### config.mk
export PLATFORM = sky130hd
export DESIGN_NAME = bvp_mul
export DESIGN_NICKNAME = d
export VERILOG_FILES = /design/src/hw/rtl/boris_velocity_push_top_defines.svh /design/src/hw/rtl/bvp_pkg.sv /design/src/hw/rtl/bvp_mul.sv
export SDC_FILE = /design/constraint.sdc
export NUM_CORES = 2
export LEC_CHECK = 0
export BUFFER_PORTS_ARGS = -buffer_cell sky130_fd_sc_hd__buf_2
export CAP_MARGIN = 20
export CORE_ASPECT_RATIO = 0.7
export CORE_MARGIN = 5
export CORE_UTILIZATION = 60
export DETAILED_ROUTE_END_ITERATION = 8
export PLACE_DENSITY = 0.79
export RECOVER_POWER = 25
export SLEW_MARGIN = 40
export SYNTH_ARGS = -nofsm -noshare
export SYNTH_HDL_FRONTEND = slang
export SYNTH_SLANG_ARGS = --single-unit
### constraint.sdc
create_clock -name clk_i -period 17.6 [get_ports clk_i]
set_input_delay 5.28 -clock clk_i [delete_from_list [all_inputs] [get_ports clk_i]]
set_output_delay 5.28 -clock clk_i [all_outputs]
set_load 0.01 [all_outputs]
### src/hw/rtl/boris_velocity_push_top_defines.svh
// ----------------------------------------------------------------------------
// Boris velocity push: assertion macros
// Shared concurrent assertion forms, clocked on clk_i.
// ----------------------------------------------------------------------------
`ifndef BORIS_VELOCITY_PUSH_TOP_DEFINES_SVH
`define BORIS_VELOCITY_PUSH_TOP_DEFINES_SVH

// checked only out of reset
`define BVP_ASSERT(lbl, prop, msg) \
  lbl: assert property (@(posedge clk_i) disable iff (!rst_ni) prop) \
    else $error(msg);

// checked at every edge, reset included
`define BVP_ASSERT_ALL(lbl, prop, msg) \
  lbl: assert property (@(posedge clk_i) prop) else $error(msg);

`endif

### src/hw/rtl/bvp_pkg.sv
// ----------------------------------------------------------------------------
// Boris velocity push: package
// Widths, beat types and saturating fixed point helpers.
// ----------------------------------------------------------------------------
package bvp_pkg;

  localparam int unsigned DataWidth   = 32;
  localparam int unsigned FracBitsDef = 16;

  typedef logic signed [DataWidth-1:0] data_t;
  typedef logic        [DataWidth-1:0] udata_t;

  localparam data_t SMax = {1'b0, {(DataWidth-1){1'b1}}};
  localparam data_t SMin = {1'b1, {(DataWidth-1){1'b0}}};

  typedef struct packed {
    data_t vel_x;
    data_t vel_y;
    data_t vel_z;
    data_t e_x;
    data_t e_y;
    data_t e_z;
    data_t b_x;
    data_t b_y;
    data_t b_z;
    data_t particle_charge;
  } in_beat_t;

  typedef struct packed {
    data_t new_vel_x;
    data_t new_vel_y;
    data_t new_vel_z;
  } out_beat_t;

  function automatic udata_t mag(input data_t a);
    udata_t m;
    m = a[DataWidth-1] ? udata_t'(-a) : udata_t'(a);
    return m;
  endfunction

  function automatic data_t sat_add(input data_t a, input data_t b);
    logic [DataWidth:0] s;
    data_t r;
    s = {a[DataWidth-1], a} + {b[DataWidth-1], b};
    if (s[DataWidth] != s[DataWidth-1]) begin
      r = s[DataWidth] ? SMin : SMax;
    end else begin
      r = data_t'(s[DataWidth-1:0]);
    end
    return r;
  endfunction

  // negated operand clamps to SMax when it is the most negative value
  function automatic data_t sat_sub(input data_t a, input data_t b);
    data_t nb;
    nb = (b == SMin) ? SMax : -b;
    return sat_add(a, nb);
  endfunction

endpackage

### src/hw/rtl/bvp_mul.sv
// ----------------------------------------------------------------------------
// Boris velocity push: fixed point multiplier
// Sign-magnitude product, round to nearest (ties away), saturate. 2 stages.
// ----------------------------------------------------------------------------
module bvp_mul #(
  parameter int unsigned FracBits = bvp_pkg::FracBitsDef
) (
  input  logic           clk_i,
  input  logic           en_i,
  input  logic           neg_i,
  input  bvp_pkg::udata_t a_i,
  input  bvp_pkg::udata_t b_i,
  output bvp_pkg::data_t  p_o
);

  localparam int unsigned W  = bvp_pkg::DataWidth;
  localparam int unsigned PW = 2 * W;
  localparam logic [PW:0] Rnd = (PW+1)'(1) << (FracBits - 1);

  logic [PW-1:0]  prod_q;
  logic           neg_q;
  bvp_pkg::data_t p_q;
  logic [PW:0]    sum;
  logic [PW:0]    shr;
  logic           big;
  bvp_pkg::data_t res;

  always_comb begin
    sum = {1'b0, prod_q} + Rnd;
    shr = sum >> FracBits;
    big = |shr[PW:W-1];
    if (big) begin
      res = neg_q ? bvp_pkg::SMin : bvp_pkg::SMax;
    end else if (neg_q) begin
      res = bvp_pkg::data_t'(W'(0) - shr[W-1:0]);
    end else begin
      res = bvp_pkg::data_t'(shr[W-1:0]);
    end
  end

  always_ff @(posedge clk_i) begin
    if (en_i) begin
      prod_q <= PW'(a_i) * PW'(b_i);
      neg_q  <= neg_i;
      p_q    <= res;
    end
  end

  assign p_o = p_q;

endmodule

# == Word level (Yosys, flattened, before mapping) ==
# Cells that the tools add are included.
# totals
register_bits,97
inputBits,67
output_inout_bits,32
elab_cells,10
# op_classes
n_addsub,2
multipliers,1
mux,3
n_reduce_logical,1
# ops
cell,n
$mux W32,3
$add A64 B16 Y65 const B,1
$mul A32 B32 Y64,1
$sub A1 B32 Y32 const A,1
$reduce_or A18 Y1,1

# == Depth between registers and ports, before layout ==
# logic_depth
ltp_word,4
ltp_mapped,27

# == Least setup slack after synthesis ==
# No wires, ideal clock.
# synth_timing
path_kind,in2reg
start,in a_i[13]
end,reg prod_q[57] (data pin)
t_arrival_ps,12055
path_slack_ps,5283
cell_stages,24
n_path_buf,1
cell_sequence,clkbuf_1 > and2_1 > fa_1 > fa_1 > fa_1 > inv_1 > fa_1 > inv_1 > fa_1 > inv_1 > fa_1 > inv_1 > fa_1 > fa_1 > ha_1 > nand2_1 > nor4_1 > nand3_1 > o21ai_0 > a31oi_1 > o31a_1 > o21ai_0 > a211oi_1 > xnor2_1
# synth_via
elab_chain_cells,1
# synth_lines
item,line_no,source
from (decl),bvp_mul.sv:11,"input bvp_pkg::udata_t a_i,"
$mul A32 B32 Y64,bvp_mul.sv:43,prod_q <= PW'(a_i) * PW'(b_i);
to (signal assigned),bvp_mul.sv:43,
to (decl),bvp_mul.sv:20,logic [PW-1:0] prod_q;
# No other way between the ends.
# A chain may end at the register's enable or synchronous reset.

# == Worst setup path in the final report ==
# layout_timing
start,in a_i[18]
end,reg prod_q[56] (data pin)
# The elaborated chain is that of the path after synthesis.

==> results.ini <==
[timing]
clock.fmax_mhz = 74.9
finalMaxSlewViolations = 140
max_slew_margin_pct = -189
setup_violations = 0
final-hold-violation-count = 0
fin_skew_ns = 0.00783
finalSetupTns_ns = 0
timing.final.crit_share_pct = 75.9
worst_slew_pin_slew_ns = 4.33
finalCriticalPeriod_ns = 13.35
grt_setup_unrepaired = no

[setup_path]
critical_path.most_common_cell = fa_1
slowest_stage = fa_1
critical_path.cell_chain = buf_2 > and2_1 > fa_1 > fa_1 > inv_1 > fa_1 > fa_1 > inv_1 > fa_1 > fa_1 > fa_1 > fa_1 > ha_1 > a21oi_1 > o211ai_1 > a211o_1 > o2bb2ai_1 > a31oi_1 > o311ai_0 > a31oi_1 > nor3b_1 > o41a_1
timing.setup.critical_path_class = input pin to flip-flop
cp_max_fo = 32
worst_ep_arrival_time_ns = 13.44
cp_data_required_time_ns = 17.69
startpoint_class_of_the_critical_path = input pin
worstSetupEndpointType = flip-flop
slowest_cell_delay_on_critical_path_ns = 0.69

[synth]
synth_nets = 5308
synth_area_um2 = 37800
synth_edf_count = 82
yosysUniqueCellTypes = 79
synth_flop_cell = edfxtp_1
ys_seq_area_share_pct = 6.52
syn_area_per_cell_um2 = 9.25
synth.yosys.warnings = 0
total_of_flip_flops_plus_latches_after_synthesis = 82
synthCells = 4084
synthArstFlopShare_pct = 0

[grt]
grtUsageTotal_pct = 32.6
grt_first_pass_wirelength_um = 170000
first_global_vias = 29500
global_route.overflow_total = 0
initial_antenna_violation_count = 7
grt_start_max_net_pins = 83

[route]
wl_um = 108000
vias_per_instance = 5.84
detail_route.first_pass.iterations = 6
drt-initial-drc-count = 3125
ant_nets = 0
wl_per_cell_um = 22.4
detailroute.via_count = 28100
drcViolationCount = 0

[clock_network]
clk_root_buffer_cell = clkbuf_16
cts_hold_repair.buffers = 0
clkLatencyLatePin_ns = 0.34
cts.reportedPaths.clkPinSlew_ns = 0.06
postCtsResizedCells = 0
number_of_clock_buffers_inserted_by_tritoncts = 9
cts_max_level = 3
tritoncts = built
post-cts-setup-buffers = 0
clock_path_buffers = 2
cts_num_sinks = 82

[finish]
syn2layout_area_growth_pct = 2.88
seqCellArea_um2 = 2460
fillCellCount = 5144
num-nets-final = 5196
drive_gt1_share_pct = 3.65
post-route-util_pct = 61.9
multi_input_comb_area_um2 = 31100

[floorplan]
fp.dieArea_um2 = 68100
initial_utilization_pct = 60.2
floorplan_core_area_um2 = 62700
io-pin-count = 99
row_count = 77
dieHeight_um = 220
chipWidth_um = 310

[placement]
port_buffers = 98
gp_congestion = 1.04
detailed_place_hpwl_um = 82100

[outcome]
violations_in_the_final_reports = max-capacitance violations, max-slew violations
run_status = finished with violations

[run]
timing.max_cap.violations = 2

[worst_hold_path]
hold_path.class = flip-flop to flip-flop

## metrics by stage
stage | std cells | hold slack, ns | worst slack [ns] | area, um^2
global placement | 4786 | 0.861 | 4.21 | 38400
global route | 4806 | 0.947 | 4.03 | 38800
floorplan | 4084 | 0.713 | 5.28 | 37800
finish | 4809 | 0.911 | 4.25 | 38800
CTS | 4802 | 0.895 | 4.46 | 38700
detailed placement | 4786 | 0.880 | 4.12 | 38400
## worst max-delay path, delay by kind of cell
kind	cells	cell delay [ns]
AND/OR/NAND/NOR	2	0.36
buffers and inverters	3	0.72
adder cells (fa/ha/maj)	9	4.52
AO/OA/AOI/OAI	8	2.53
## state kept, by name, summed over array words and instances (netlist names)
register and cells:
neg_q 1, p_o 32, prod_q 49
## synthesized netlist by cell type, drive strengths merged, types with 6 or more instances
cell    instances  area, um^2
ha            262        3280
and4            9        81.3
nor2           47         176
a21oi          86         430
a31oi          17         106
nand3          42         210
xnor2          63         552
nand4          31         215
buf            20         121
fa            895       17900
o21ai          57         285
xor2           38         333
inv           877        3290
and3           17         106
a21o           48         360
nor4           18         140
nor2b           6        37.5
clkbuf        212         796
o21bai         11        82.6
nor3           15        80.1
mux2i          11         110
edfxtp         82        2460
nand2         512        1920
and2          607        3800
o211ai          6        45.0
## path summary, 6_finish.rpt
path | start | endpoint | slack (ns) | cells past startpoint
max | a_i[18] | prod_q[56] | 4.25 | 22
max reg2reg | prod_q[17] | p_o[29] | 12.03 | 9
min reg2reg | prod_q[23] | p_o[7] | 0.91 | 2
min | prod_q[23] | p_o[7] | 0.91 | 2
## kinds of logic (layout without fill, tap and decap cells)
kind of cell / count (synthesis) / in the layout / share of synthesized area [%]
mux: 16 / 16 / 0.441
other cells: 0 / 3 / 0
fa+ha+maj: 1157 / 1157 / 56.1
xor+xnor: 101 / 101 / 2.34
flops: 82 / 82 / 6.52
simple gates: 1329 / 1329 / 18.4
compound gates: 289 / 289 / 4.99
buf+inv: 1110 / 1003 / 11.2
## placed cells by master, fill, tap and decap left out, types with 6 or more instances in the layout
cell type	synthesis	layout
and2_1	607	607
nand4_1	29	29
nor2_1	47	47
edfxtp_1	82	82
buf_2	13	85
a31oi_1	17	17
o21ai_0	52	52
ha_1	262	262
xnor2_1	63	63
a21oi_1	86	86
nor4_1	15	17
o21bai_1	11	11
and3_1	17	17
nand3_1	42	42
o211ai_1	6	6
nor3_1	14	13
buf_4	4	19
a21o_1	48	48
xor2_1	38	38
clkbuf_16	0	9
nor2b_1	6	6
nand2_1	512	512
and4_1	8	9
fa_1	895	895
mux2i_1	11	11
inv_1	877	877
## final cells by class
cell class              instances  area share (%)
multi-input cells            2892            80.0
clock buffers                   9           0.580
repair buffers                109            1.76
well taps                     829            2.67
flip-flops and latches         82            6.34
diodes                          3          0.0193
inverters                     878            8.48
clock inverters                 7           0.180
## per-layer routing
metal	up-vias	GRT usage, %	wire [um]
met5	-	0	28
met4	4	5.24	1730
met3	149	17.4	20000
met2	1986	43.5	41500
met1	14000	48.1	44600
li1	11900	-	-
Power is not shown: default switching activity piles up to over one toggle a cycle in this logic, so the estimate is an artifact.
