--- config.mk ---
export PLATFORM = sky130hd
export DESIGN_NAME = bvp_skid
export DESIGN_NICKNAME = d
export VERILOG_FILES = /design/src/hw/rtl/bvp_pkg.sv /design/src/hw/rtl/bvp_skid.sv
export VERILOG_INCLUDE_DIRS = /design/src /design/src/hw/rtl
export SDC_FILE = /design/constraint.sdc
export NUM_CORES = 1
export LEC_CHECK = 0
export ABC_CLOCK_PERIOD_IN_PS = 8700
export BUFFER_PORTS_ARGS = -buffer_cell sky130_fd_sc_hd__buf_2
export CAP_MARGIN = 5
export CELL_PAD_IN_SITES_DETAIL_PLACEMENT = 1
export CELL_PAD_IN_SITES_GLOBAL_PLACEMENT = 1
export CORE_UTILIZATION = 39
export DETAILED_ROUTE_END_ITERATION = 12
export PLACE_DENSITY = 0.79
export SYNTH_ARGS = -nofsm -noshare
export SYNTH_HDL_FRONTEND = slang
export SYNTH_SLANG_ARGS = --single-unit
--- constraint.sdc ---
create_clock -name clk_i -period 8.7 [get_ports clk_i]
set_input_delay 0.87 -clock clk_i [delete_from_list [all_inputs] [get_ports clk_i]]
set_output_delay 0.87 -clock clk_i [all_outputs]
set_load 0.05 [all_outputs]
--- src/hw/rtl/boris_velocity_push_top_defines.svh ---
// ----------------------------------------------------------------------------
// Boris velocity push: assertion macros
// Shared concurrent assertion forms, clocked on clk_i.
// ----------------------------------------------------------------------------
`ifndef BORIS_VELOCITY_PUSH_TOP_DEFINES_SVH
`define BORIS_VELOCITY_PUSH_TOP_DEFINES_SVH

// checked only out of reset
`define BVP_ASSERT(lbl, prop, msg) \
  lbl: assert property (@(posedge clk_i) disable iff (!rst_ni) prop) \
    else $error(msg);

// checked at every edge, reset included
`define BVP_ASSERT_ALL(lbl, prop, msg) \
  lbl: assert property (@(posedge clk_i) prop) else $error(msg);

`endif

--- src/hw/rtl/bvp_pkg.sv ---
// ----------------------------------------------------------------------------
// Boris velocity push: package
// Widths, beat types and saturating fixed point helpers.
// ----------------------------------------------------------------------------
package bvp_pkg;

  localparam int unsigned DataWidth   = 32;
  localparam int unsigned FracBitsDef = 16;

  typedef logic signed [DataWidth-1:0] data_t;
  typedef logic        [DataWidth-1:0] udata_t;

  localparam data_t SMax = {1'b0, {(DataWidth-1){1'b1}}};
  localparam data_t SMin = {1'b1, {(DataWidth-1){1'b0}}};

  typedef struct packed {
    data_t vel_x;
    data_t vel_y;
    data_t vel_z;
    data_t e_x;
    data_t e_y;
    data_t e_z;
    data_t b_x;
    data_t b_y;
    data_t b_z;
    data_t particle_charge;
  } in_beat_t;

  typedef struct packed {
    data_t new_vel_x;
    data_t new_vel_y;
    data_t new_vel_z;
  } out_beat_t;

  function automatic udata_t mag(input data_t a);
    udata_t m;
    m = a[DataWidth-1] ? udata_t'(-a) : udata_t'(a);
    return m;
  endfunction

  function automatic data_t sat_add(input data_t a, input data_t b);
    logic [DataWidth:0] s;
    data_t r;
    s = {a[DataWidth-1], a} + {b[DataWidth-1], b};
    if (s[DataWidth] != s[DataWidth-1]) begin
      r = s[DataWidth] ? SMin : SMax;
    end else begin
      r = data_t'(s[DataWidth-1:0]);
    end
    return r;
  endfunction

  // negated operand clamps to SMax when it is the most negative value
  function automatic data_t sat_sub(input data_t a, input data_t b);
    data_t nb;
    nb = (b == SMin) ? SMax : -b;
    return sat_add(a, nb);
  endfunction

endpackage

--- src/hw/rtl/bvp_skid.sv ---
// ----------------------------------------------------------------------------
// Boris velocity push: output buffer
// Output register plus one skid entry; full stops the pipeline.
// ----------------------------------------------------------------------------
`include "boris_velocity_push_top_defines.svh"

module bvp_skid (
  input  logic               clk_i,
  input  logic               rst_ni,
  input  logic               push_valid_i,
  input  bvp_pkg::out_beat_t push_data_i,
  output logic               full_o,
  output logic               out_valid_o,
  input  logic               out_stall_i,
  output bvp_pkg::out_beat_t out_data_o
);

  logic               out_v_q, out_v_d;
  logic               skid_v_q, skid_v_d;
  bvp_pkg::out_beat_t out_q, skid_q;
  logic               push, out_free, load_out, load_skid, sel_skid;

  always_comb begin
    push      = push_valid_i && !skid_v_q;
    out_free  = !out_v_q || !out_stall_i;
    out_v_d   = out_v_q;
    skid_v_d  = skid_v_q;
    load_out  = 1'b0;
    load_skid = 1'b0;
    sel_skid  = 1'b0;
    if (out_free) begin
      if (skid_v_q) begin
        load_out = 1'b1;
        sel_skid = 1'b1;
        out_v_d  = 1'b1;
        skid_v_d = 1'b0;
      end else begin
        load_out = push;
        out_v_d  = push;
      end
    end else if (push) begin
      load_skid = 1'b1;
      skid_v_d  = 1'b1;
    end
  end

  always_ff @(posedge clk_i or negedge rst_ni) begin
    if (!rst_ni) begin
      out_v_q  <= 1'b0;
      skid_v_q <= 1'b0;
    end else begin
      out_v_q  <= out_v_d;
      skid_v_q <= skid_v_d;
    end
  end

  always_ff @(posedge clk_i) begin
    if (load_out) begin
      out_q <= sel_skid ? skid_q : push_data_i;
    end
    if (load_skid) begin
      skid_q <= push_data_i;
    end
  end

  assign full_o      = skid_v_q;
  assign out_valid_o = out_v_q;
  assign out_data_o  = out_q;

  `BVP_ASSERT(a_skid_behind_out, skid_v_q |-> out_v_q, "skid beat without output beat")
  `BVP_ASSERT(a_skid_drain, (skid_v_q && !out_stall_i) |=> !skid_v_q, "skid did not drain")
  `BVP_ASSERT_ALL(a_rst_quiet, !rst_ni |=> !out_valid_o, "output valid right after reset")

endmodule
* Yosys cells after proc, flatten, opt, wreduce, memory -nomap -nowiden *
Cells that the tools add are included.

word-level totals
  register bits after elaboration = 194
  input port bits = 100
  output and inout bits = 98

cells by class
  multiplexer cells = 9
  reduce and logical (&&, ||, !) cells = 6

operators with widths
  cell                 number
  $mux W96             1
  $mux W1              8
  $logic_not A1 Y1     3
  $reduce_bool A2 Y1   1
  $logic_and A1 B1 Y1  1
  $logic_or A1 B1 Y1   1

* Logic depth before layout (Yosys ltp) *
Gate-level depths: netlist (run 1).

  word-level depth = 4
  mapped depth = 4
  gate-level depth less buffers = 2

* Worst setup path before layout (run 1) *
No wires, ideal clock.

  kind = input-to-reg
  start = input port out_stall_i
  end = register skid_q[0] in the netlist's numbering (enable)
  setup time = 0.688 ns
  data arrival time = 7.994 ns
  required time = 8.012 ns
  slack = 0.018 ns
  stages = 2
  cell sequence = nand2_1 -> nor3b_1

on the way
  word-level cells in the longest chain between the ends = 3

ends and longest elaborated chain
  what                  RTL line        source
  start, declared       bvp_skid.sv:14  input logic out_stall_i,
  $logic_not A1 Y1      bvp_skid.sv:25  out_free = !out_v_q || !out_stall_i;
  $logic_or A1 B1 Y1    bvp_skid.sv:25
  $mux W1               bvp_skid.sv:31  if (out_free) begin
  via load_skid         bvp_skid.sv:21  logic push, out_free, load_out, load_skid, sel_skid;
  end signal, assigned  bvp_skid.sv:62  skid_q <= push_data_i;
  end, declared         bvp_skid.sv:20  bvp_pkg::out_beat_t out_q, skid_q;

The timed path passes the listed nets, and every way through them passes these cells.
A chain may end at the register's enable or synchronous reset.

* Worst setup path in the final report (run 1) *
  start = input port out_stall_i
  end = register skid_q[2] in the netlist's numbering (enable)

The elaborated chain is that of the path after synthesis.

==> results of run 1 <==
==> flip-flops by register name, summed over array words and instances (netlist names) <==
register     flops
out_data_o      96
skid_q          96
full_o           1
out_valid_o      1
==> per-stage QoR <==
| stage | setup slack, ns | hold WS (ns) | instance area [sq um] | power [W] |
|---|---|---|---|---|
| 4_1_cts | 6.02 | 0.188 | 8850 | 0.00222 |
| 6_report | 6.06 | 0.218 | 8850 | 0.00219 |
| 2_1_floorplan | 0.0182 | 0.508 | 7020 | 0.00135 |
| 3_5_place_dp | 5.54 | 0.523 | 8260 | 0.00143 |
| 3_3_place_gp | 5.66 | 0.510 | 8260 | 0.00142 |
| 5_1_grt | 5.93 | 0.190 | 8850 | 0.00226 |
==> synthesized netlist by cell type <==
| cell | instances | area (sq um) |
|---|---|---|
| sky130_fd_sc_hd__a21boi_4 | 1 | 18.8 |
| sky130_fd_sc_hd__a21oi_1 | 1 | 5.00 |
| sky130_fd_sc_hd__buf_2 | 5 | 25.0 |
| sky130_fd_sc_hd__buf_6 | 5 | 56.3 |
| sky130_fd_sc_hd__dfrtp_1 | 2 | 50.1 |
| sky130_fd_sc_hd__edfxtp_1 | 192 | 5770 |
| sky130_fd_sc_hd__mux2_1 | 40 | 450 |
| sky130_fd_sc_hd__mux2_2 | 56 | 631 |
| sky130_fd_sc_hd__nand2_1 | 2 | 7.51 |
| sky130_fd_sc_hd__nor2_1 | 2 | 7.51 |
| sky130_fd_sc_hd__nor3b_1 | 1 | 7.51 |
==> per-layer routing <==
layer,vias up,GRT usage
met5,-,0
met4,0,0.0605
met2,123,0.265
met3,14,0.0522
met1,1794,0.190
li1,1653,-
==> worst register-to-register path: stages (launching register included) <==
cell and delay [ns]:
sky130_fd_sc_hd__dfrtp_1 0.48, sky130_fd_sc_hd__nand2_1 0.15, sky130_fd_sc_hd__nor3b_2 0.29, sky130_fd_sc_hd__buf_4 0.55, sky130_fd_sc_hd__buf_4 0.67
==> where the power goes <==
part | switching [W] | internal (W) | leakage, nW
combinational | 0.000210 | 0.0000741 | 1.18
clock | 0.000333 | 0.000450 | 0.289
sequential | 0.0000162 | 0.00110 | 1.83
total | 0.000559 | 0.00163 | 3.30
==> logic make-up after synthesis <==
group           Yosys count
flops                   194
mux                      96
buf+inv                  10
simple gates              5
compound gates            2
==> worst paths after layout <==
| path | endpoint | slack, ns | start |
|---|---|---|---|
| worst max-delay path | skid_q[2] | 6.06 | out_stall_i |
| worst min register to register | out_data_o[77] | 0.54 | skid_q[77] |
| worst min-delay path | full_o | 0.22 | rst_ni |
| max in group asynchronous | full_o | 8.39 | rst_ni |
| min in group clk_i | out_data_o[77] | 0.54 | skid_q[77] |
| worst max register to register | skid_q[2] | 6.14 | out_valid_o |
==> cell type report <==
cell class / instances / area share
clock buffer: 17 / 0.0481
timing repair buffer: 202 / 0.116
sequential: 194 / 0.657
multi-input combinational: 103 / 0.129
clock inverter: 14 / 0.0181
tap: 225 / 0.0318
==> metrics.txt, run 1 <==
number of placed instances with taps included=724; area of the mapped netlist=7020 sq um; DRC=0; layout filler cell count=1685; first-pass GRT wire length=21.4 mm; count of input and output buffers=197; gr ovfl total=0; startpoint class of the critical path=primary input; Final Critical Period=2.64 ns; post-CTS clock slew at the launch and capture registers of the worst setup and hold paths=0.07 ns; Die X-Extent=136 um; area of combinational cells with multiple inputs=1140 sq um; total of warnings raised by yosys=0; total stage count of the critical path=5; number of library cell types mapped by synthesis=11; synthesized area per cell=22.9 sq um; highest fanout seen on the critical path=49; TritonCTS clock tree=done; die area=18600 sq um; number of vias after detailed routing=3584; cell breakdown of the critical path=buf_2, nand2_1, nor3b_2, buf_4, buf_4; Yosys reg bits=194; via count of the first global-routing pass=3884; RSZ-0062 raised after global routing=false; syn nets=407; setup-violating endpoint count in the final report=0; floorplan die height=136 um; required time of the worst setup path=8.76 ns; Pre-Repair DR Iteration Count=4; IR drop worst, VDD=137 uV; Worst Hold Class=primary input to asynchronous set/reset pin; run status=complete, no violations; standard-cell row count=48; CP Buf/Inv Count=3; deepest level of the CTS H-tree=4; number of nets in the layout=618; Wirelength per Cell=19.0 um; layout overhead on the synthesized area=26.0%; post-CTS setup buffer count=0; Tightest Pin Transition=1.04 ns; met3 wirelength from detailed routing=878 um; arithmetic-cell share of the synthesized area counting full adders, half adders and majority gates=0; met1 routed wirelength after detailed routing=5.90 mm; area fraction in compound gates after synthesis=0.00338; most frequent CP cell=sky130_fd_sc_hd__buf_4; via density per instance=4.75; post-synthesis mux area share=0.154; utilization of the core after routing=0.508; area occupied by registers=5820 sq um; pin count of the biggest net entering global routing=76; clock skew after layout=0.00644 ns; CORE AREA=17400 sq um; number of hold buffers added after cts=0; number of antenna-violating nets in the routed design=0; half-perimeter wire length after placement=9.86 mm; synthesized instance count=307; sequential fraction of the synthesis area=0.828; FMAX=379 MHz; total number of clock tree sinks=194; TritonCTS Buffers=17; number of inserted diodes=0; count of non-filler cells in the finished layout=755; max-cap viol count=0; type of the setup path with the least slack=primary input to register; GRT Overall Usage=0.158; DR WL met2=7.37 mm; Initial Util=0.403; number of buffers between clock root and the deepest sink=2; num ports=198; part of the cycle the worst path needs=0.304; count of endpoints failing hold in the final timing report=0; post-CTS sizing=0; leading cell type in the layout, fill and taps excluded=sky130_fd_sc_hd__buf_2; crit end category=register; insertion delay to the later sink of the worst-skew pair=0.42 ns; final routed wirelength across all metal layers=14.3 mm; number of DRC markers in iteration 0=182; top cell family by delay on the critical path=buffers and inverters; worst slew margin relative to its limit=0.304; proportion of layout cells with a drive suffix above 1=0.547; max-slew violation total from the final report=0; initial antenna violation count=0; leakage component of the power=3.30 nW; commonest cells after routing, fill and taps aside=sky130_fd_sc_hd__buf_2 (197), sky130_fd_sc_hd__edfxtp_1 (192), sky130_fd_sc_hd__mux2_2 (56), sky130_fd_sc_hd__mux2_1 (40), sky130_fd_sc_hd__clkbuf_16 (17); Slowest-stage cell, CP=sky130_fd_sc_hd__buf_4; post-synthesis share of cell area spent on and, or, nand and nor gates=0.00321; FF-to-FF path depth=4; RD Place Congestion=0.704; Root Buffer Master=sky130_fd_sc_hd__clkbuf_16; top sig layer=met4; area share of xor/xnor cells in the synthesized design=0; sum of negative setup slack=0 ns; PD cells=247 nW/um^2; signal arrival time at the worst endpoint=2.70 ns; delay of the slowest cell on the worst path=0.64 ns; main combinational cell family by area after synthesis=multiplexers
Note: power is estimated with default switching activity, not from simulation.
==> run 2: changes to the inputs <==
- ABC_CLOCK_PERIOD_IN_PS: 8700 -> 2500
- CORE_UTILIZATION: 39 -> 44
- PLACE_DENSITY: 0.79 -> 0.84
- clock period: 8.7 -> 2.5 ns (I/O delays scaled with it)
==> run 2 against run 1 <==
Compared with the run above: cell count increased by 2.0%; via count increased by 4.7%; total power increased to 3.5 times the previous value; clock power increased to 3.4 times the previous value; clock-buffer cell count increased by 5; global-route usage increased by 3.3 points; core utilization increased by 8.7 points; critical path depth decreased by 2; critical path type is now register to register.
==> metrics.txt, run 2 (same netlist as run 1, synthesis figures left out) <==
startpoint of the worst setup timing path=out_valid_o; post-detailed-placement cell area=8310 sq um (+0.56%); pin count of the biggest net entering global routing=68 (-11%); Final Critical Period=1.88 ns; deepest level of the CTS H-tree=4 (unchanged); Pre-Repair DR Iteration Count=4 (unchanged); worst slew margin relative to its limit=0.613 (+0.309); max-slew violation total from the final report=0 (unchanged); delay of the slowest cell on the worst path=0.51 ns (-0.13 ns); FMAX=531 MHz; TritonCTS Buffers=17 (unchanged); setup slack of the most critical reg-to-reg path=0.62 ns (-5.52 ns); floorplan die height=128 um (-5.8%); number of buffers between clock root and the deepest sink=2 (unchanged); commonest cells after routing, fill and taps aside=sky130_fd_sc_hd__buf_2 (197), sky130_fd_sc_hd__edfxtp_1 (192), sky130_fd_sc_hd__mux2_2 (56), sky130_fd_sc_hd__mux2_1 (40), sky130_fd_sc_hd__dlygate4sd3_1 (26); count of endpoints failing hold in the final timing report=0 (unchanged); area of all placed cells without fillers=9160 sq um (+3.4%); via density per instance=4.87 (+2.6%); via count of the first global-routing pass=4057 (+4.5%); signal arrival time at the worst endpoint=2.06 ns (-0.64 ns); startpoint class of the critical path=register; Root Buffer Master=sky130_fd_sc_hd__clkbuf_16; run status=complete, no violations; number of antenna-violating nets in the routed design=0 (unchanged); CP Buf/Inv Count=1 (-2); total number of clock tree sinks=194 (unchanged); GRT Overall Usage=0.192 (+0.0331); FF-to-FF path depth=3 (-1); setup-violating endpoint count in the final report=0 (unchanged); crit end category=register; number of nets in the layout=645 (+4.4%); first-pass GRT wire length=22.7 mm (+5.9%); max-cap viol count=0 (unchanged); Die X-Extent=128 um (-5.8%); part of the cycle the worst path needs=0.753; Critical Path Sink=out_data_o[23]; DRC=0 (unchanged); area occupied by registers=5820 sq um (about the same); type of the setup path with the least slack=register to register; top cell family by delay on the critical path=buffers and inverters; layout filler cell count=1405 (-17%); standard-cell row count=45 (-6.3%); RD Place Congestion=0.700 (-0.58%); area of combinational cells with multiple inputs=1160 sq um (+1.4%); highest fanout seen on the critical path=43 (-12%); Total Power Consumption=0.00761 W (+250%); RSZ-0062 raised after global routing=false; CORE AREA=15400 sq um (-12%); number of vias after detailed routing=3751 (+4.7%); Wirelength per Cell=20.1 um (+5.8%); total stage count of the critical path=3 (-2); leakage component of the power=3.42 nW (+3.6%); Crit Reg-Reg Startpoint=out_valid_o; Tightest Pin Transition=0.580 ns (-0.463 ns); IR drop worst, VDD=528 uV (+290%); clock skew after layout=0.00763 ns (+0.00119 ns); TritonCTS clock tree=done; initial antenna violation count=3 (+3); worst r2r dst=out_data_o[23]; number of DRC markers in iteration 0=166 (-8.8%); post-CTS clock slew at the launch and capture registers of the worst setup and hold paths=0.07 ns (about the same); insertion delay to the later sink of the worst-skew pair=0.42 ns (about the same); Initial Util=0.457 (+0.0537); PD cells=832 nW/um^2 (+240%); cell breakdown of the critical path=a21boi_4, buf_4, mux2_2; count of input and output buffers=197 (unchanged); die area=16500 sq um (-11%); Slowest-stage cell, CP=sky130_fd_sc_hd__buf_4; leading cell type in the layout, fill and taps excluded=sky130_fd_sc_hd__buf_2; proportion of layout cells with a drive suffix above 1=0.529 (-0.0185); gr ovfl total=0 (unchanged); half-perimeter wire length after placement=10.1 mm (+2.3%); final routed wirelength across all metal layers=15.4 mm (+7.9%); layout overhead on the synthesized area=30.3%; num ports=198 (unchanged); Worst Hold Class=primary input to register; required time of the worst setup path=2.67 ns (-6.09 ns)
==> run 2: worst reg2reg max path, cell delays in order (launching register included) <==
cell and delay [ns]:
sky130_fd_sc_hd__dfrtp_2 0.47, sky130_fd_sc_hd__a21boi_4 0.22, sky130_fd_sc_hd__buf_4 0.51, sky130_fd_sc_hd__mux2_2 0.44
==> run 2: routing by layer <==
metal / track usage / part of all wire / vias to the layer above / routed length, um
li1: - / - / 1700 / -
met1: 0.211 / 0.38 / 1887 / 5860
met2: 0.332 / 0.53 / 143 / 8130
met3: 0.0773 / 0.076 / 19 / 1180
met4: 0.0727 / 0.017 / 2 / 256
met5: 0 / 0.00078 / - / 12
==> run 2: timing repair <==
item,in CTS,in global routing
hold buffers,16,10
setup buffers,0,0
gates resized for setup,0,0
endpoints found under the hold margin,17,10
==> run 2: worst min-delay path by stage <==
stage / startpoint / depth (start not counted) / to
2_1_floorplan: rst_ni / 0 / full_o
3_5_place_dp: rst_ni / 1 / full_o
5_1_grt: push_data_i[81] / 1 / skid_q[81]
6_report: push_data_i[75] / 1 / skid_q[75]
4_1_cts: push_data_i[75] / 1 / skid_q[75]
3_3_place_gp: rst_ni / 1 / full_o
==> run 2: area by class of cell <==
class                   count  share of cell area
repair buffers            229               0.145
well taps                 211              0.0288
clock buffers              22              0.0518
flip-flops and latches    194               0.636
multi-input cells         103               0.127
diodes                      1            0.000273
clock inverters            10              0.0118
==> run 2: report_power, final <==
group,switching [W],internal [W]
combinational,0.000752,0.000298
sequential,0.0000638,0.00384
clock,0.00112,0.00154
total,0.00193,0.00568
==> run 2: through the flow <==
stage | hold WS (ns) | setup WS (ns) | util | instances | setup TNS [ns]
floorplan | -0.0456 | -1.11 | - | 307 | -120.32
global placement | 0.0385 | 0.689 | 0.541 | 711 | 0
detailed placement | 0.0432 | 0.609 | 0.541 | 711 | 0
CTS | 0.0000991 | 0.598 | 0.589 | 759 | 0
global route | 0.000594 | 0.555 | 0.596 | 770 | 0
finish | 0.0159 | 0.617 | 0.596 | 770 | 0
==> run 3: changes to the inputs <==
- ABC_AREA: default -> 1
- ABC_CLOCK_PERIOD_IN_PS: 2500 -> 1800
- CORE_UTILIZATION: 44 -> 41
- PLACE_DENSITY: 0.84 -> 0.82
- clock period: 2.5 -> 1.8 ns (I/O delays scaled with it)
==> run 3 against run 2 <==
Compared with the run above: cell count up 37%; flip-flop and latch count unchanged; core utilization down 1.1 points; clock skew up 0.0033 ns; largest cell class unchanged; clock-buffer cell count down 3; critical endpoint is now out_data_o[1]; non-clock buffer count up 76.
==> metrics.txt, run 3 <==
synthesized instance count=522 (+70%); total of warnings raised by yosys=0 (unchanged); leakage component of the power=4.22 nW (+23%); run status=complete, no violations; Area contributors post-synth=sky130_fd_sc_hd__edfxtp_1 (80%), sky130_fd_sc_hd__nand2_1 (10%), sky130_fd_sc_hd__nand3_1 (6.7%); PnR worst setup slack=0.172 ns (-0.446 ns); deepest level of the CTS H-tree=4 (unchanged); Final Critical Period=1.63 ns (-0.254 ns); post-CTS clock slew at the launch and capture registers of the worst setup and hold paths=0.07 ns (about the same); final routed wirelength across all metal layers=20.2 mm (+31%); number of vias after detailed routing=5353 (+43%); PD cells=1100 nW/um^2 (+33%); TritonCTS Buffers=17 (unchanged); type of the setup path with the least slack=register to register; total number of clock tree sinks=194 (unchanged); arithmetic-cell share of the synthesized area counting full adders, half adders and majority gates=0 (unchanged); area of all placed cells without fillers=10100 sq um (+10%); Die X-Extent=135 um (+5.0%); IR drop worst, VDD=647 uV (+23%); top cell family by delay on the critical path=flip-flops; post-synthesis mux area share=0 (-0.154); highest fanout seen on the critical path=51 (+19%); FMAX=614 MHz (+16%); total stage count of the critical path=4 (+1); area of the mapped netlist=7220 sq um (+2.9%); Pre-Repair DR Iteration Count=5 (+1); leading cell type in the layout, fill and taps excluded=sky130_fd_sc_hd__buf_2; DRC=0 (unchanged); number of nets in the layout=915 (+42%); cell breakdown of the critical path=nand2_4, buf_4, nand2_1, nand2_1; setup slack of the most critical reg-to-reg path=0.17 ns (-0.45 ns); via density per instance=5.07 (+4.1%); area fraction in compound gates after synthesis=0 (-0.00338); first-pass GRT wire length=31.3 mm (+38%); area share of xor/xnor cells in the synthesized design=0 (unchanged); number of library cell types mapped by synthesis=11 (unchanged); Yosys reg bits=194 (unchanged); setup-violating endpoint count in the final report=0 (unchanged); share of the synthesized area in the top cell type=0.798 (-0.0227); half-perimeter wire length after placement=11.2 mm (+11%); GRT Overall Usage=0.231 (+0.0393); sum of negative setup slack=0 ns (unchanged); proportion of layout cells with a drive suffix above 1=0.296 (-0.233); commonest cells after routing, fill and taps aside=sky130_fd_sc_hd__buf_2 (197), sky130_fd_sc_hd__nand2_1 (193), sky130_fd_sc_hd__edfxtp_1 (192), sky130_fd_sc_hd__dlygate4sd3_1 (97), sky130_fd_sc_hd__nand3_1 (96); sequential fraction of the synthesis area=0.805 (-0.0229); count of input and output buffers=197 (unchanged); floorplan die height=135 um (+5.0%); pin count of the biggest net entering global routing=63 (-7.4%); number of antenna-violating nets in the routed design=0 (unchanged); RD Place Congestion=0.755 (+7.8%); max-cap viol count=0 (unchanged); number of synthesized flops with an enable pin=192 (unchanged); post-detailed-placement cell area=8520 sq um (+2.5%); worst slew margin relative to its limit=0.628 (+0.0148); Root Buffer Master=sky130_fd_sc_hd__clkbuf_16; number of buffers between clock root and the deepest sink=2 (unchanged); startpoint class of the critical path=register; worst slack, placed=0.225 ns (-0.385 ns); die area=18200 sq um (+10%); main combinational cell family by area after synthesis=simple AND/OR/NAND/NOR gates; most frequent CP cell=sky130_fd_sc_hd__nand2_1; most frequently used cell type in the post-synthesis netlist=sky130_fd_sc_hd__nand2_1; count of endpoints failing hold in the final timing report=0 (unchanged); Wirelength per Cell=19.2 um (-4.5%); TritonCTS clock tree=done; initial antenna violation count=5 (+2); max-slew violation total from the final report=0 (unchanged); signal arrival time at the worst endpoint=1.91 ns (-0.15 ns); clock skew after layout=0.0109 ns (+0.00331 ns); post-synthesis share of cell area spent on and, or, nand and nor gates=0.171 (+0.168); layout filler cell count=1765 (+26%); Hold Path Stages=3 (+2); crit end category=register; CP Buf/Inv Count=1 (unchanged); num ports=198 (unchanged); cell types with the highest counts after synthesis=sky130_fd_sc_hd__nand2_1 (194), sky130_fd_sc_hd__edfxtp_1 (192), sky130_fd_sc_hd__nand3_1 (96); synthesized area per cell=13.8 sq um (-40%); syn nets=622 (+53%); part of the cycle the worst path needs=0.905 (+0.152); delay of the slowest cell on the worst path=0.61 ns (+0.10 ns); Total Power Consumption=0.0111 W (+46%); number of DRC markers in iteration 0=349 (+110%); FFs w/ async S/R, synth=0.0103 (unchanged); gr ovfl total=0 (unchanged); RSZ-0062 raised after global routing=false; Worst Hold Class=primary input to register; FF-to-FF path depth=4 (+1); most used flip-flop cell after synthesis=sky130_fd_sc_hd__edfxtp_1; required time of the worst setup path=2.08 ns (-0.59 ns); standard-cell row count=48 (+6.7%); via count of the first global-routing pass=5875 (+45%); Initial Util=0.419 (-0.0378); insertion delay to the later sink of the worst-skew pair=0.42 ns (about the same); Tightest Pin Transition=0.558 ns (-0.0221 ns); post-synthesis cell type with the largest combined area=sky130_fd_sc_hd__edfxtp_1; Slowest-stage cell, CP=sky130_fd_sc_hd__dfrtp_4; layout overhead on the synthesized area=39.6%; CORE AREA=17200 sq um (+12%)
-- run 3: cell type report --
type / count / area, sq um / share of cell area
Timing Repair Buffer: 305 / 2100 / 0.208
Multi-Input combinational cell: 296 / 1280 / 0.127
Sequential cell: 194 / 5820 / 0.577
Clock inverter: 13 / 158 / 0.0156
Inverter: 1 / 6.26 / 0.000620
Clock buffer: 19 / 433 / 0.0429
Antenna cell: 3 / 7.51 / 0.000744
Tap cell: 225 / 282 / 0.0279
-- run 3: logic make-up (layout without fill, tap and decap cells) --
family | count (synthesis) | in the layout
simple gates | 296 | 296
flops | 194 | 194
buf+inv | 32 | 338
other cells | 0 | 3
-- run 3: timing repair --
action	in CTS	in global routing
endpoints found under the hold margin	98	0
hold buffers	97	0
resized for setup	0	0
setup buffers	0	0
-- run 3: path summary, 6_finish.rpt --
path / startpoint / to
worst max-delay path: full_o / out_data_o[1]
worst min-delay path: push_valid_i / out_valid_o
worst max register to register: full_o / out_data_o[1]
worst min register to register: skid_q[6] / out_data_o[6]
max in group asynchronous: rst_ni / full_o
min in group asynchronous: rst_ni / out_valid_o
-- run 3: report_power, final --
part,internal [W],switching [W]
Clock,0.00219,0.00170
Combinational,0.000490,0.00130
Sequential,0.00535,0.000106
-- run 3: per-layer routing --
layer	up-vias	share of wire	GRT usage
met5	-	0.0015	0
met4	4	0.033	0.117
met3	58	0.063	0.0679
met2	214	0.52	0.390
met1	2637	0.38	0.268
li1	2440	-	-
-- run 3: stage by stage --
step	util	cells	hold WS (ns)
after CTS	0.585	1053	0.0510
final	0.585	1056	0.0629
after global routing	0.585	1056	0.0617
after global placement	0.494	924	-0.0344
after detailed placement	0.494	924	-0.0293
after floorplan	-	522	-0.116
-- run 3: worst register-to-register path, stage by stage, from the launching register on --
cell,delay (ns)
sky130_fd_sc_hd__dfrtp_4,0.61
sky130_fd_sc_hd__nand2_4,0.12
sky130_fd_sc_hd__buf_4,0.45
sky130_fd_sc_hd__nand2_1,0.19
sky130_fd_sc_hd__nand2_1,0.12
